==> config.mk <==
export PLATFORM = sky130hd
export DESIGN_NAME = display_line_status_controller
export DESIGN_NICKNAME = d
export VERILOG_FILES = /design/src/sv/dlsc_pkg.sv /design/src/sv/display_line_status_controller.sv
export SDC_FILE = /design/constraint.sdc
export NUM_CORES = 1
export LEC_CHECK = 0
export BUFFER_PORTS_ARGS = -buffer_cell sky130_fd_sc_hd__buf_2
export CAP_MARGIN = 20
export CORE_MARGIN = 8
export CORE_UTILIZATION = 50
export DETAILED_ROUTE_END_ITERATION = 8
export GPL_TIMING_DRIVEN = 0
export PLACE_DENSITY_LB_ADDON = 0.2
export SKIP_LAST_GASP = 1
export SYNTH_ARGS = -nofsm -noshare
export SYNTH_HDL_FRONTEND = slang
export SYNTH_SLANG_ARGS = --single-unit
==> constraint.sdc <==
create_clock -name clk -period 2.1 [get_ports clk]
set_clock_uncertainty 0.05 [all_clocks]
set_input_delay 0.105 -clock clk [delete_from_list [all_inputs] [get_ports clk]]
set_output_delay 0.105 -clock clk [all_outputs]
set_load 0.02 [all_outputs]
==> src/sv/dlsc_pkg.sv <==
// Package for the display line status controller.
// Holds operation codes, status bit positions and field widths; no dependencies.
package dlsc_pkg;

	localparam int LINE_W = 9;
	localparam int DATA_W = 16;
	localparam int OP_W = 2;
	localparam int IRQ_W = 3;

	localparam logic [OP_W-1:0] OP_TICK = 2'd0;
	localparam logic [OP_W-1:0] OP_READ = 2'd1;
	localparam logic [OP_W-1:0] OP_WRITE = 2'd2;

	localparam logic [DATA_W-1:0] WRITABLE_MASK = 16'hffb8;

	localparam int BIT_FLAG_VBLANK = 0;
	localparam int BIT_FLAG_HBLANK = 1;
	localparam int BIT_FLAG_MATCH = 2;
	localparam int BIT_EN_VBLANK = 3;
	localparam int BIT_EN_HBLANK = 4;
	localparam int BIT_EN_MATCH = 5;
	localparam int BIT_WATCH_HIGH = 7;

	localparam int REQ_VBLANK = 0;
	localparam int REQ_HBLANK = 1;
	localparam int REQ_MATCH = 2;

	typedef logic [DATA_W-1:0] status_t;
	typedef logic [LINE_W-1:0] line_t;

	function automatic line_t compare_line(input status_t s);
		compare_line = {s[BIT_WATCH_HIGH], s[15:8]};
	endfunction

endpackage

==> src/sv/display_line_status_controller.sv <==
// Top level of the display line status controller.
// Depends on dlsc_pkg for operation codes, status layout and widths.
//
// Each accepted word is a line tick, a status read or a status write for the main
// or the secondary side, and it produces exactly one result word in the next cycle.
// A new word is accepted in every cycle while the result register is empty or is
// being taken in the same cycle, so the block sustains one word per clock; the only
// stall comes from the output side holding ready low. The line counter and both
// status registers live in flip-flops and are updated at acceptance, and the result
// register holds the requests, read value and line number that the word caused.
module display_line_status_controller #(
	parameter int VISIBLE_LINE_COUNT = 192,
	parameter int TOTAL_LINE_COUNT = 263
) (
	input  logic                          clk,
	input  logic                          arst_n,
	input  logic                          in_valid,
	output logic                          in_ready,
	input  logic [dlsc_pkg::OP_W-1:0]     operation,
	input  logic                          side,
	input  logic [dlsc_pkg::DATA_W-1:0]   write_data,
	output logic                          out_valid,
	input  logic                          out_ready,
	output logic [dlsc_pkg::DATA_W-1:0]   read_data,
	output logic [dlsc_pkg::IRQ_W-1:0]    irq_main,
	output logic [dlsc_pkg::IRQ_W-1:0]    irq_secondary,
	output logic [dlsc_pkg::LINE_W-1:0]   current_line
);

	localparam dlsc_pkg::line_t VISIBLE_LINE = dlsc_pkg::LINE_W'(VISIBLE_LINE_COUNT);
	localparam dlsc_pkg::line_t LAST_LINE = dlsc_pkg::LINE_W'(TOTAL_LINE_COUNT - 1);

	dlsc_pkg::line_t line_q;
	dlsc_pkg::status_t status_q [2];
	logic out_valid_q;
	dlsc_pkg::status_t read_data_q;
	logic [dlsc_pkg::IRQ_W-1:0] irq_main_q;
	logic [dlsc_pkg::IRQ_W-1:0] irq_secondary_q;
	dlsc_pkg::line_t current_line_q;

	logic in_fire;
	dlsc_pkg::line_t line_next;
	dlsc_pkg::status_t read_value;
	logic [dlsc_pkg::IRQ_W-1:0] irq_next [2];

	assign in_ready = !out_valid_q || out_ready;
	assign in_fire = in_valid && in_ready;

	always_comb begin
		dlsc_pkg::status_t sel;
		line_next = line_q;
		read_value = '0;
		irq_next[0] = '0;
		irq_next[1] = '0;
		sel = status_q[side];
		case (operation)
			dlsc_pkg::OP_TICK: begin
				line_next = (line_q == LAST_LINE) ? '0 : line_q + dlsc_pkg::LINE_W'(1);
				for (int k = 0; k < 2; k++) begin
					irq_next[k][dlsc_pkg::REQ_HBLANK] = status_q[k][dlsc_pkg::BIT_EN_HBLANK];
					irq_next[k][dlsc_pkg::REQ_VBLANK] = (line_next == VISIBLE_LINE)
						&& status_q[k][dlsc_pkg::BIT_EN_VBLANK];
					irq_next[k][dlsc_pkg::REQ_MATCH] =
						(line_next == dlsc_pkg::compare_line(status_q[k]))
						&& status_q[k][dlsc_pkg::BIT_EN_MATCH];
				end
			end
			dlsc_pkg::OP_READ: begin
				read_value = sel;
				read_value[dlsc_pkg::BIT_FLAG_VBLANK] = (line_q >= VISIBLE_LINE)
					&& (line_q != LAST_LINE);
				read_value[dlsc_pkg::BIT_FLAG_MATCH] = (line_q == dlsc_pkg::compare_line(sel));
			end
			default: begin
			end
		endcase
	end

	always_ff @(posedge clk or negedge arst_n) begin
		if (!arst_n) begin
			line_q <= '0;
			status_q[0] <= '0;
			status_q[1] <= '0;
		end else if (in_fire) begin
			line_q <= line_next;
			if (operation == dlsc_pkg::OP_WRITE) begin
				status_q[side] <= write_data & dlsc_pkg::WRITABLE_MASK;
			end
		end
	end

	always_ff @(posedge clk or negedge arst_n) begin
		if (!arst_n) begin
			out_valid_q <= 1'b0;
		end else if (in_ready) begin
			out_valid_q <= in_valid;
		end
	end

	always_ff @(posedge clk) begin
		if (in_fire) begin
			read_data_q <= read_value;
			irq_main_q <= irq_next[0];
			irq_secondary_q <= irq_next[1];
			current_line_q <= line_next;
		end
	end

	assign out_valid = out_valid_q;
	assign read_data = read_data_q;
	assign irq_main = irq_main_q;
	assign irq_secondary = irq_secondary_q;
	assign current_line = current_line_q;

	a_line_bounded: assert property (@(posedge clk) disable iff (!arst_n)
		line_q <= LAST_LINE)
		else $error("Line counter left the frame.");

	a_no_irq_off_tick: assert property (@(posedge clk) disable iff (!arst_n)
		in_fire && operation != dlsc_pkg::OP_TICK
		|=> irq_main == '0 && irq_secondary == '0)
		else $error("Requests raised by a word that is not a tick.");

	a_read_only_on_read: assert property (@(posedge clk) disable iff (!arst_n)
		in_fire && operation != dlsc_pkg::OP_READ |=> read_data == '0)
		else $error("Read data nonzero for a word that is not a read.");

	a_hblank_flag_clear: assert property (@(posedge clk) disable iff (!arst_n)
		out_valid |-> !read_data[dlsc_pkg::BIT_FLAG_HBLANK])
		else $error("Hblank flag seen in read data.");

endmodule
=== Word-level counts from Yosys, hierarchy flattened ===
Cells that the tools add are included.

* Div/mod/pow operators: 0
* Muxes and demuxes: 8
* Magnitude comparators: 3
* Shifts and indexed selects: 0
* Reductions and logical operators: 11
* Eq/ne operators: 8
* Add/subtract/negate cells: 1
* $mul: 0
* Bitwise logic cells: 1

{| class="wikitable"
|+ Operators by type and width
! kind !! count
|-
| $mux W16 || 4
|-
| $bwmux W32 || 1
|-
| $eq A9 B9 Y1 || 3
|-
| $mux W9 || 2
|-
| $demux W16 S1 || 1
|-
| $add A9 B1 Y9 const B || 1
|-
| $eq A9 B8 Y1 const B || 1
|-
| $eq A9 B9 Y1 const B || 1
|-
| $ge A9 B8 Y1 const B || 1
|-
| $ne A9 B9 Y1 const B || 1
|-
| $logic_and A1 B1 Y1 || 7
|-
| $eq A2 B1 Y1 const B || 1
|-
| $eq A2 B2 Y1 const B || 1
|-
| $ge A2 B2 Y1 const B || 1
|-
| $logic_not A2 Y1 || 1
|-
| $lt A2 B1 Y1 const B || 1
|-
| $not A1 Y2 || 1
|-
| $reduce_and A2 Y1 || 1
|-
| $logic_not A1 Y1 || 1
|-
| $logic_or A1 B1 Y1 || 1
|}

* Word-level logic and storage cells: 40
* Latch bits: 0
* Memory bits (read-only): 0
* Register bits: 73
* Memories kept: 0
* RAM bits: 0

=== Logic depth before layout (Yosys ltp) ===
Gate-level depths: netlist of the first run.

* Depth after elaboration: 6
* Mapped depth: 9
* Gate-level depth less buffers: 8

=== Least setup slack after synthesis of the first run ===
OpenSTA, ideal clock, no wires.

* Path kind: reg2reg
* From: reg out_valid_q (netlist: out_valid)
* To: reg status_q[10] (netlist name)
* Period minus slack after synthesis: 2.557 ns
* Arrival time: 2.383 ns
* Data required time: 1.925 ns
* Stages on the path, launching flop included: 7
* Path buffers: 1
* Setup slack: -0.457 ns
* Cells stage by stage: dfrtp_1 nand2b_1 nand2_1 inv_1 nand4b_1 buf_2 mux2_2

* Word-level cells in the longest chain between the ends: 4

{| class="wikitable"
|+ RTL lines
! what !! RTL line !! text
|-
| start, declared || display_line_status_controller.sv:35 || <nowiki>logic out_valid_q;</nowiki>
|-
| start signal, assigned || display_line_status_controller.sv:96 || <nowiki>out_valid_q <= in_valid;</nowiki>
|-
| $logic_not A1 Y1 || display_line_status_controller.sv:46 || <nowiki>assign in_ready = !out_valid_q || out_ready;</nowiki>
|-
| $logic_or A1 B1 Y1 || display_line_status_controller.sv:46 ||
|-
| via in_ready || display_line_status_controller.sv:18 || <nowiki>output logic in_ready,</nowiki>
|-
| $logic_and A1 B1 Y1 || display_line_status_controller.sv:47 || <nowiki>assign in_fire = in_valid && in_ready;</nowiki>
|-
| via in_fire || display_line_status_controller.sv:41 || <nowiki>logic in_fire;</nowiki>
|-
| $reduce_and A2 Y1 (no line) || - ||
|-
| end signal, assigned by index || display_line_status_controller.sv:87 || <nowiki>status_q[side] <= write_data & dlsc_pkg::WRITABLE_MASK;</nowiki>
|-
| end, declared || display_line_status_controller.sv:34 || <nowiki>dlsc_pkg::status_t status_q [2];</nowiki>
|}

The timed path passes the listed nets, and every way through them passes these cells.
A chain may end at the register's enable or synchronous reset.

=== Final worst setup path of the first run ===
* From: reg line_q[0]
* To: reg irq_secondary_q (netlist bit irq_secondary[2]), data pin

* Word-level cells in the longest chain between the ends: 4

{| class="wikitable"
|+ RTL lines
! what !! RTL line !! text
|-
| start, declared || display_line_status_controller.sv:33 || <nowiki>dlsc_pkg::line_t line_q;</nowiki>
|-
| start signal, assigned || display_line_status_controller.sv:85 || <nowiki>line_q <= line_next;</nowiki>
|-
| $add A9 B1 Y9 / $eq A9 B9 Y1 (equally long branches) || display_line_status_controller.sv:58 || <nowiki>line_next = (line_q == LAST_LINE) ? '0 : line_q + dlsc_pkg::LINE_W'(1);</nowiki>
|-
| $mux W9 * || display_line_status_controller.sv:58 ||
|-
| $eq A9 B9 Y1 * || display_line_status_controller.sv:64 || <nowiki>(line_next == dlsc_pkg::compare_line(status_q[k]))</nowiki>
|-
| $logic_and A1 B1 Y1 * || display_line_status_controller.sv:65 || <nowiki>&& status_q[k][dlsc_pkg::BIT_EN_MATCH];</nowiki>
|-
| end signal, assigned || display_line_status_controller.sv:104 || <nowiki>irq_secondary_q <= irq_next[1];</nowiki>
|-
| end, declared || display_line_status_controller.sv:38 || <nowiki>logic [dlsc_pkg::IRQ_W-1:0] irq_secondary_q;</nowiki>
|}

Every way passes the cells marked *; elsewhere a longest branch is shown, timed or not.

==> results of run 1 <==
synth_stat cells (4+ instances only):
| cell type | instances | area (µm²) |
|---|---|---|
| dfrtp_1 | 34 | 851 |
| edfxtp_1 | 29 | 871 |
| nor2_1 | 29 | 109 |
| mux2_2 | 27 | 304 |
| nand2_1 | 22 | 82.6 |
| xor2_1 | 19 | 166 |
| xnor2_1 | 16 | 140 |
| o21ai_0 | 14 | 70.1 |
| mux2i_1 | 13 | 130 |
| buf_2 | 8 | 40.0 |
| clkbuf_1 | 5 | 18.8 |
| nand4_1 | 5 | 31.3 |
| a21oi_1 | 4 | 20.0 |
| and2_1 | 4 | 25.0 |
| nand2b_1 | 4 | 25.0 |
| nand3_1 | 4 | 20.0 |
| nor3_1 | 4 | 20.0 |
registers in the layout, summed over array words and instances (netlist names):
signal	cells
line_q	9
current_line	9
read_data	14
irq_main	3
out_valid	1
status_q	24
irq_secondary	3
worst max-delay path, stage by stage (launching register included):
cell	delay (ns)
dfrtp_2	0.44
ha_4	0.19
xnor2_4	0.14
or3b_1	0.36
mux2_4	0.26
or3_4	0.36
a311oi_2	0.24
how the worst max path moves through the flow:
stage / startpoint / end / depth (start not counted)
5_1_grt: line_q[0]$_DFFE_PN0P_ / irq_secondary[2]$_SDFFCE_PP0P_ / 6
4_1_cts: line_q[1]$_DFFE_PN0P_ / irq_secondary[2]$_SDFFCE_PP0P_ / 6
2_1_floorplan: line_q[1]$_DFFE_PN0P_ / irq_secondary[2]$_SDFFCE_PP0P_ / 7
3_3_place_gp: line_q[0]$_DFFE_PN0P_ / irq_main[2]$_SDFFCE_PP0P_ / 8
3_5_place_dp: line_q[0]$_DFFE_PN0P_ / irq_secondary[0]$_SDFFCE_PP0P_ / 9
6_report: line_q[0]$_DFFE_PN0P_ / irq_secondary[2]$_SDFFCE_PP0P_ / 6
per-stage QoR:
step | util, % | power, µW | hold slack [ns]
3_3_place_gp | 57.7 | 2740 | 0.173
4_1_cts | 64.4 | 3880 | 0.158
5_1_grt | 67.9 | 4250 | 0.175
3_5_place_dp | 57.7 | 2760 | 0.174
6_report | 67.9 | 4020 | 0.170
2_1_floorplan | - | 2470 | -0.241
kinds of logic (layout without fill, tap and decap cells):
kind of cell               after synthesis  after routing  share of synthesized area [%]
and+or+nand+nor                         95             95                           14.6
DFF                                     63             63                           51.9
muxes                                   40             40                           13.1
xor gates and xnor gates                36             36                           10.1
AOI/OAI and AO/OA                       29             29                           5.58
buffers and inverters                   20            116                           3.51
adders and majority gates                3              3                           1.13
other                                    1              2                          0.113
report_power, final:
part / internal, µW / switching (µW) / leakage, µW
clock: 543 / 471 / 0.0000960
combinational: 637 / 709 / 0.00105
sequential: 1500 / 160 / 0.000703
total: 2680 / 1340 / 0.00185
cell type report:
class / instances / area [µm²] / share of cell area (%)
timing repair buffer: 81 / 533 / 12.3
timing repair inverter: 1 / 5.00 / 0.115
buffer: 15 / 90.1 / 2.08
clock buffer: 10 / 128 / 2.94
tap: 77 / 96.3 / 2.22
multi-input combinational: 205 / 1680 / 38.7
clock inverter: 6 / 61.3 / 1.41
sequential: 63 / 1730 / 39.8
inverter: 3 / 22.5 / 0.519
timing repair:
| item | 4_1_cts | 5_1_grt |
|---|---|---|
| resized for setup | 15 | 27 |
| hold buffers | 15 | 0 |
| gates cloned | 1 | 0 |
| endpoints found under the hold margin | 59 | 0 |
| setup endpoints to repair | 31 | 19 |
| pin swaps | 6 | 14 |
| buffers inserted | 5 | 13 |
layer usage:
layer,global-route usage [%],wire [µm]
met1,21.6,3450
met3,6.12,524
met4,5.71,149
met2,26.4,3870
met5,0,0
==> tab_implementation.tex, run 1 <==
\begin{tabular}{lr}
\hline
Metric & Value \\
\hline
\multicolumn{2}{l}{\textbf{Timing}} \\
Post-route fraction of the period consumed by the critical path & 106\% \\
Final Max Tran Viols & 0 \\
Final number of setup-violating endpoints & 4 \\
Worst Max-Slew Pin Slew & 0.877 ns \\
Post-route setup TNS & -0.370 ns \\
Unrepaired setup endpoints after global routing & yes \\
Max transition margin & 41.2\% \\
Achievable Freq & 450 MHz \\
Endpoints failing hold & 0 \\
Fin crit period & $\sim$2.2 ns \\
Slack of the critical path & -0.122 ns \\
\multicolumn{2}{l}{\textbf{Critical path}} \\
Type of element capturing the critical path & flip-flop \\
End of the worst register-to-register path & irq\_secondary[2]\$\_SDFFCE\_PP0P\_ \\
Largest fanout on the critical path & 3 \\
Crit path launch type & flip-flop \\
Register-to-Register Path Depth & 6 \\
Class of the most critical setup path & flip-flop to flip-flop \\
Launching point of the worst reg2reg path & line\_q[0]\$\_DFFE\_PN0P\_ \\
Critical path required time & 2.21 ns \\
Worst Path Arrival & 2.33 ns \\
R2R setup slack & -0.12 ns \\
\multicolumn{2}{l}{\textbf{Clock tree}} \\
TritonCTS buffer count & 9 \\
TritonCTS Sinks & 63 \\
Clock Tree Root & clkbuf\_8 \\
Number of levels the H-tree was split into & 3 \\
TritonCTS clock tree & done \\
Buffers from clock root to sink, at most & 2 \\
Source-to-sink clock delay at the later pin of the worst-skew pair & between 0.3 and 0.4 ns \\
Post-CTS clock slew at the launch and capture registers of the worst setup and hold paths & 0.07 ns \\
\multicolumn{2}{l}{\textbf{Global routing}} \\
Total overflow reported by the global router & 0 \\
Vias in the first global route & 2,408 \\
Global-route wire length before repair & around 13 mm \\
Largest net degree at the start of global routing & 35 \\
Antenna violations before repair & 0 \\
Global Route Usage Sum & 17.1\% \\
\multicolumn{2}{l}{\textbf{Cells and area}} \\
Number of standard cells in the final layout excluding fillers & roughly 460 \\
Ant. Diodes & 0 \\
Most frequent cells in the layout & buf\_2 (54), dfrtp\_1 (31), edfxtp\_1 (29) \\
Number of nets in the layout & 405 \\
Most common library cell in the layout ignoring fill and taps & buf\_2 \\
Area delta synth->final & 30.7\% \\
Fillers & $\sim$500 \\
Fraction of layout instances using a drive strength above 1 & 40.6\% \\
Post-Layout Inst Area & around 4300 µm² \\
\multicolumn{2}{l}{\textbf{Yosys}} \\
Post-Synthesis Cells & 287 \\
Proportion of synthesized flip-flops having asynchronous set or reset & 54.0\% \\
Avg Inst Size Synth & roughly 12 µm² \\
Warning count from the yosys run & 0 \\
Number of enable-type register cells in the synthesized netlist & 29 \\
Primary FF master, synth & dfrtp\_1 \\
Post-synthesis sequential element count & 63 \\
Post-synthesis sequential area ratio & 51.9\% \\
Netlist area before placement & 3320 µm² \\
Distinct cell type count after synthesis & 47 \\
\multicolumn{2}{l}{\textbf{Floorplanning}} \\
Standard-cell rows & 29 \\
Overall die width & 97.5 µm \\
Initial core utilization & 52.0\% \\
Standard cell core area & 6390 µm² \\
I/O pin cnt & 56 \\
Die Y-Extent & 97.5 µm \\
Die outline area & between 9000 and 10,000 µm² \\
\multicolumn{2}{l}{\textbf{Drt}} \\
Wire per inst & around 17 µm \\
Routed vias/inst & between 5 and 6 \\
Wire length reported by the detailed router & 8.00 mm \\
Number of design rule violations left after detail routing & 0 \\
Vias after detailed routing & 2,506 \\
First-pass iteration count of the detailed router & 4 \\
Remaining antenna violation count & 0 \\
Starting DRC count in detailed routing & 153 \\
\multicolumn{2}{l}{\textbf{Min path}} \\
End of the worst hold path & status\_q[31]\$\_DFFE\_PN0P\_ \\
Type of the tightest min-delay check & input port to flip-flop \\
Start point of the worst hold path & operation[0] \\
Number of cells traversed by the worst hold path & 3 \\
\multicolumn{2}{l}{\textbf{Placed design}} \\
Quantity of I/O buffers inserted on ports & 48 \\
Post-place instance area & between 3000 and 4000 µm² \\
Detailed placement HPWL & approximately 5.5 mm \\
Worst Setup Slack post-DPL & -0.491 ns \\
Routability Congestion & 0.906 \\
Total placed cells including tap cells & just over 400 \\
\multicolumn{2}{l}{\textbf{Power}} \\
Total leakage power & 0.00185 µW \\
Power per standard cell area & 927 nW/µm² \\
IR Drop Worst-Case VDD & 0.544 mV \\
\multicolumn{2}{l}{\textbf{Job}} \\
MaxCap Viol Count & 0 \\
\multicolumn{2}{l}{\textbf{Status}} \\
Result of the run & finished, violations left \\
Failing checks & negative setup slack \\
\hline
\end{tabular}
Note: power is estimated with default switching activity, not from simulation.
==> run 2, diff against run 1 <==
--- a/config.mk
+++ b/config.mk
@@ -11,7 +11,9 @@
 export CORE_UTILIZATION = 50
 export DETAILED_ROUTE_END_ITERATION = 8
 export GPL_TIMING_DRIVEN = 0
+export MAX_ROUTING_LAYER = met4
 export PLACE_DENSITY_LB_ADDON = 0.2
+export RECOVER_POWER = 100
 export SKIP_LAST_GASP = 1
 export SYNTH_ARGS = -nofsm -noshare
 export SYNTH_HDL_FRONTEND = slang
==> constraint.sdc (replaced) <==
create_clock -name clk -period 2.3 [get_ports clk]
set_clock_uncertainty 0.05 [all_clocks]
set_input_delay 0.115 -clock clk [delete_from_list [all_inputs] [get_ports clk]]
set_output_delay 0.115 -clock clk [all_outputs]
set_load 0.02 [all_outputs]
==> run 2 against run 1 <==
  * The run still ends with negative setup slack left
  * Critical endpoint unchanged
  * Sequential power shrank 9%
  * Critical path depth up 1
  * First-iteration DRC count is 41% lower
  * Sequential share of layout area is 2.4 points higher
  * Register-to-register slack better by 0.09 ns
  * Utilization down 3.8 points
  * Cell count is 1.7% lower
  * Routed wire length rose by 2.3%
  * Worst hold slack worse by 0.15 ns
==> tab_implementation.tex, run 2 (same netlist as run 1, synthesis figures left out) <==
\begin{tabular}{lr}
\hline
Metric & Value \\
\hline
\multicolumn{2}{l}{\textbf{Floorplanning}} \\
I/O pin cnt & 56 \\
Standard-cell rows & 29 \\
Standard cell core area & 6390 µm² \\
Die outline area & 9500 µm² \\
Initial core utilization & 52.0\% \\
Overall die width & 97.5 µm \\
Die Y-Extent & 97.5 µm \\
\multicolumn{2}{l}{\textbf{Cells and area}} \\
Number of nets in the layout & 397 \\
Multi-input gate area & 1520 µm² \\
Largest reg by FF count & status\_q \\
Most common library cell in the layout ignoring fill and taps & clkbuf\_1 \\
Most frequent cells in the layout & clkbuf\_1 (39), dfrtp\_1 (32), edfxtp\_1 (29) \\
Number of standard cells in the final layout excluding fillers & 453 \\
Fillers & 546 \\
Fraction of layout instances using a drive strength above 1 & between 20 and 30\% \\
Final standard cell utilization of the core & between 60 and 70\% \\
FF/Latch Area & 1720 µm² \\
Number of flip-flops under the largest register name & 24 \\
Area delta synth->final & 23.3\% \\
Ant. Diodes & 0 \\
\multicolumn{2}{l}{\textbf{Timing}} \\
Final Max Tran Viols & 0 \\
Achievable Freq & 429 MHz \\
Max transition margin & 41.5\% \\
Slack of the critical path & -0.0308 ns \\
Final number of setup-violating endpoints & 2 \\
Endpoints failing hold & 0 \\
Post-route fraction of the period consumed by the critical path & 101\% \\
Worst Max-Slew Pin Slew & 0.878 ns \\
Fin crit period & around 2.3 ns \\
Fin Hold WS & 0.0244 ns \\
Unrepaired setup endpoints after global routing & yes \\
Post-route setup TNS & -0.0487 ns \\
\multicolumn{2}{l}{\textbf{Status}} \\
Failing checks & negative setup slack \\
Result of the run & finished, violations left \\
\multicolumn{2}{l}{\textbf{Placed design}} \\
Detailed placement HPWL & approximately 5.8 mm \\
Quantity of I/O buffers inserted on ports & 48 \\
Total placed cells including tap cells & between 400 and 500 \\
Routability Congestion & 0.907 \\
\multicolumn{2}{l}{\textbf{Drt}} \\
Wire per inst & around 18 µm \\
Met2 wire length & 3.80 mm \\
Wire length reported by the detailed router & between 8 and 9 mm \\
Met3 Wirelength & 491 µm \\
Vias after detailed routing & 2,446 \\
Number of design rule violations left after detail routing & 0 \\
Routed vias/inst & 5.40 \\
First-pass iteration count of the detailed router & 4 \\
Top layer reached by signal wires & met4 \\
Met1 wire length & 3.72 mm \\
Starting DRC count in detailed routing & 90 \\
Remaining antenna violation count & 0 \\
\multicolumn{2}{l}{\textbf{Critical path}} \\
Critical path required time & 2.43 ns \\
Type of element capturing the critical path & flip-flop \\
Worst Path Arrival & 2.46 ns \\
Class of the most critical setup path & flip-flop to flip-flop \\
Crit path launch type & flip-flop \\
Largest fanout on the critical path & 7 \\
\multicolumn{2}{l}{\textbf{Clock tree}} \\
Post-CTS clock slew at the launch and capture registers of the worst setup and hold paths & 0.07 ns \\
TritonCTS clock tree & done \\
Buffers from clock root to sink, at most & 2 \\
Source-to-sink clock delay at the later pin of the worst-skew pair & 0.35 ns \\
Clock Tree Root & clkbuf\_8 \\
Number of levels the H-tree was split into & 3 \\
TritonCTS Sinks & 63 \\
TritonCTS buffer count & 9 \\
\multicolumn{2}{l}{\textbf{Power}} \\
Power consumption & approximately 3600 µW \\
IR Drop Worst-Case VDD & 0.678 mV \\
Power per standard cell area & 890 nW/µm² \\
Total leakage power & 0.00168 µW \\
\multicolumn{2}{l}{\textbf{Global routing}} \\
Largest net degree at the start of global routing & 35 \\
Global-route wire length before repair & 13.4 mm \\
Antenna violations before repair & 0 \\
Total overflow reported by the global router & 0 \\
Global Route Usage Sum & 18.4\% \\
Vias in the first global route & 2,525 \\
\multicolumn{2}{l}{\textbf{Min path}} \\
Type of the tightest min-delay check & input port to flip-flop \\
\multicolumn{2}{l}{\textbf{Job}} \\
MaxCap Viol Count & 0 \\
\hline
\end{tabular}
run 2: metrics by stage:
step,setup slack (ns),cell area (µm²)
after floorplan,0.0109,3330
after global placement,-0.260,3670
after detailed placement,-0.229,3670
after CTS,-0.0148,4060
after global routing,-0.109,4090
final,-0.0308,4090
run 2: cell type report:
cell class                 count  area share (%)
timing repair inverter         1           0.122
clock buffer                  11            3.45
multi-input combinational    205            37.0
sequential                    63            42.1
inverter                       3           0.306
buffer                        16            2.63
timing repair buffer          72            10.0
clock inverter                 5            1.99
tap                           77            2.35
run 2: metal layers:
| layer | vias to the layer above | global-route usage (%) |
|---|---|---|
| met1 | 1187 | 22.8 |
| met2 | 65 | 27.7 |
| met5 | - | - |
| met4 | 0 | 8.86 |
| met3 | 13 | 4.34 |
| li1 | 1181 | - |
run 2: worst paths after layout:
path | to | startpoint | slack, ns | cells past startpoint
worst max-delay path | irq_secondary[2]$_SDFFCE_PP0P_ | line_q[0]$_DFFE_PN0P_ | -0.03 | 7
worst min-delay path | out_valid$_DFFE_PN0N_ | out_ready | 0.02 | 3
worst max register to register | irq_secondary[2]$_SDFFCE_PP0P_ | line_q[0]$_DFFE_PN0P_ | -0.03 | 7
worst min register to register | status_q[4]$_DFFE_PN0P_ | status_q[4]$_DFFE_PN0P_ | 0.48 | 1
max in group asynchronous | line_q[1]$_DFFE_PN0P_ | arst_n | 1.23 | 2
min in group asynchronous | out_valid$_DFFE_PN0N_ | arst_n | 0.38 | 2
run 2: what timing repair did:
action,4_1_cts,5_1_grt
endpoints found under the hold margin,59,0
gates cloned,1,0
resized for setup,6,6
buffers inserted,2,8
setup endpoints to repair,18,24
pin swaps,1,0
hold buffers,14,0
run 2: critical path: stages (launching register included):
cell and delay (ns):
dfrtp_2 0.43, ha_2 0.20, buf_12 0.14, xnor2_4 0.15
or3b_1 0.36, mux2_2 0.26, or3_1 0.36, a311oi_2 0.21
run 2: report_power, final:
| part | internal, µW | switching, µW |
|---|---|---|
| registers | 1370 | 142 |
| clock network | 640 | 433 |
| logic | 472 | 587 |
| total | 2480 | 1160 |
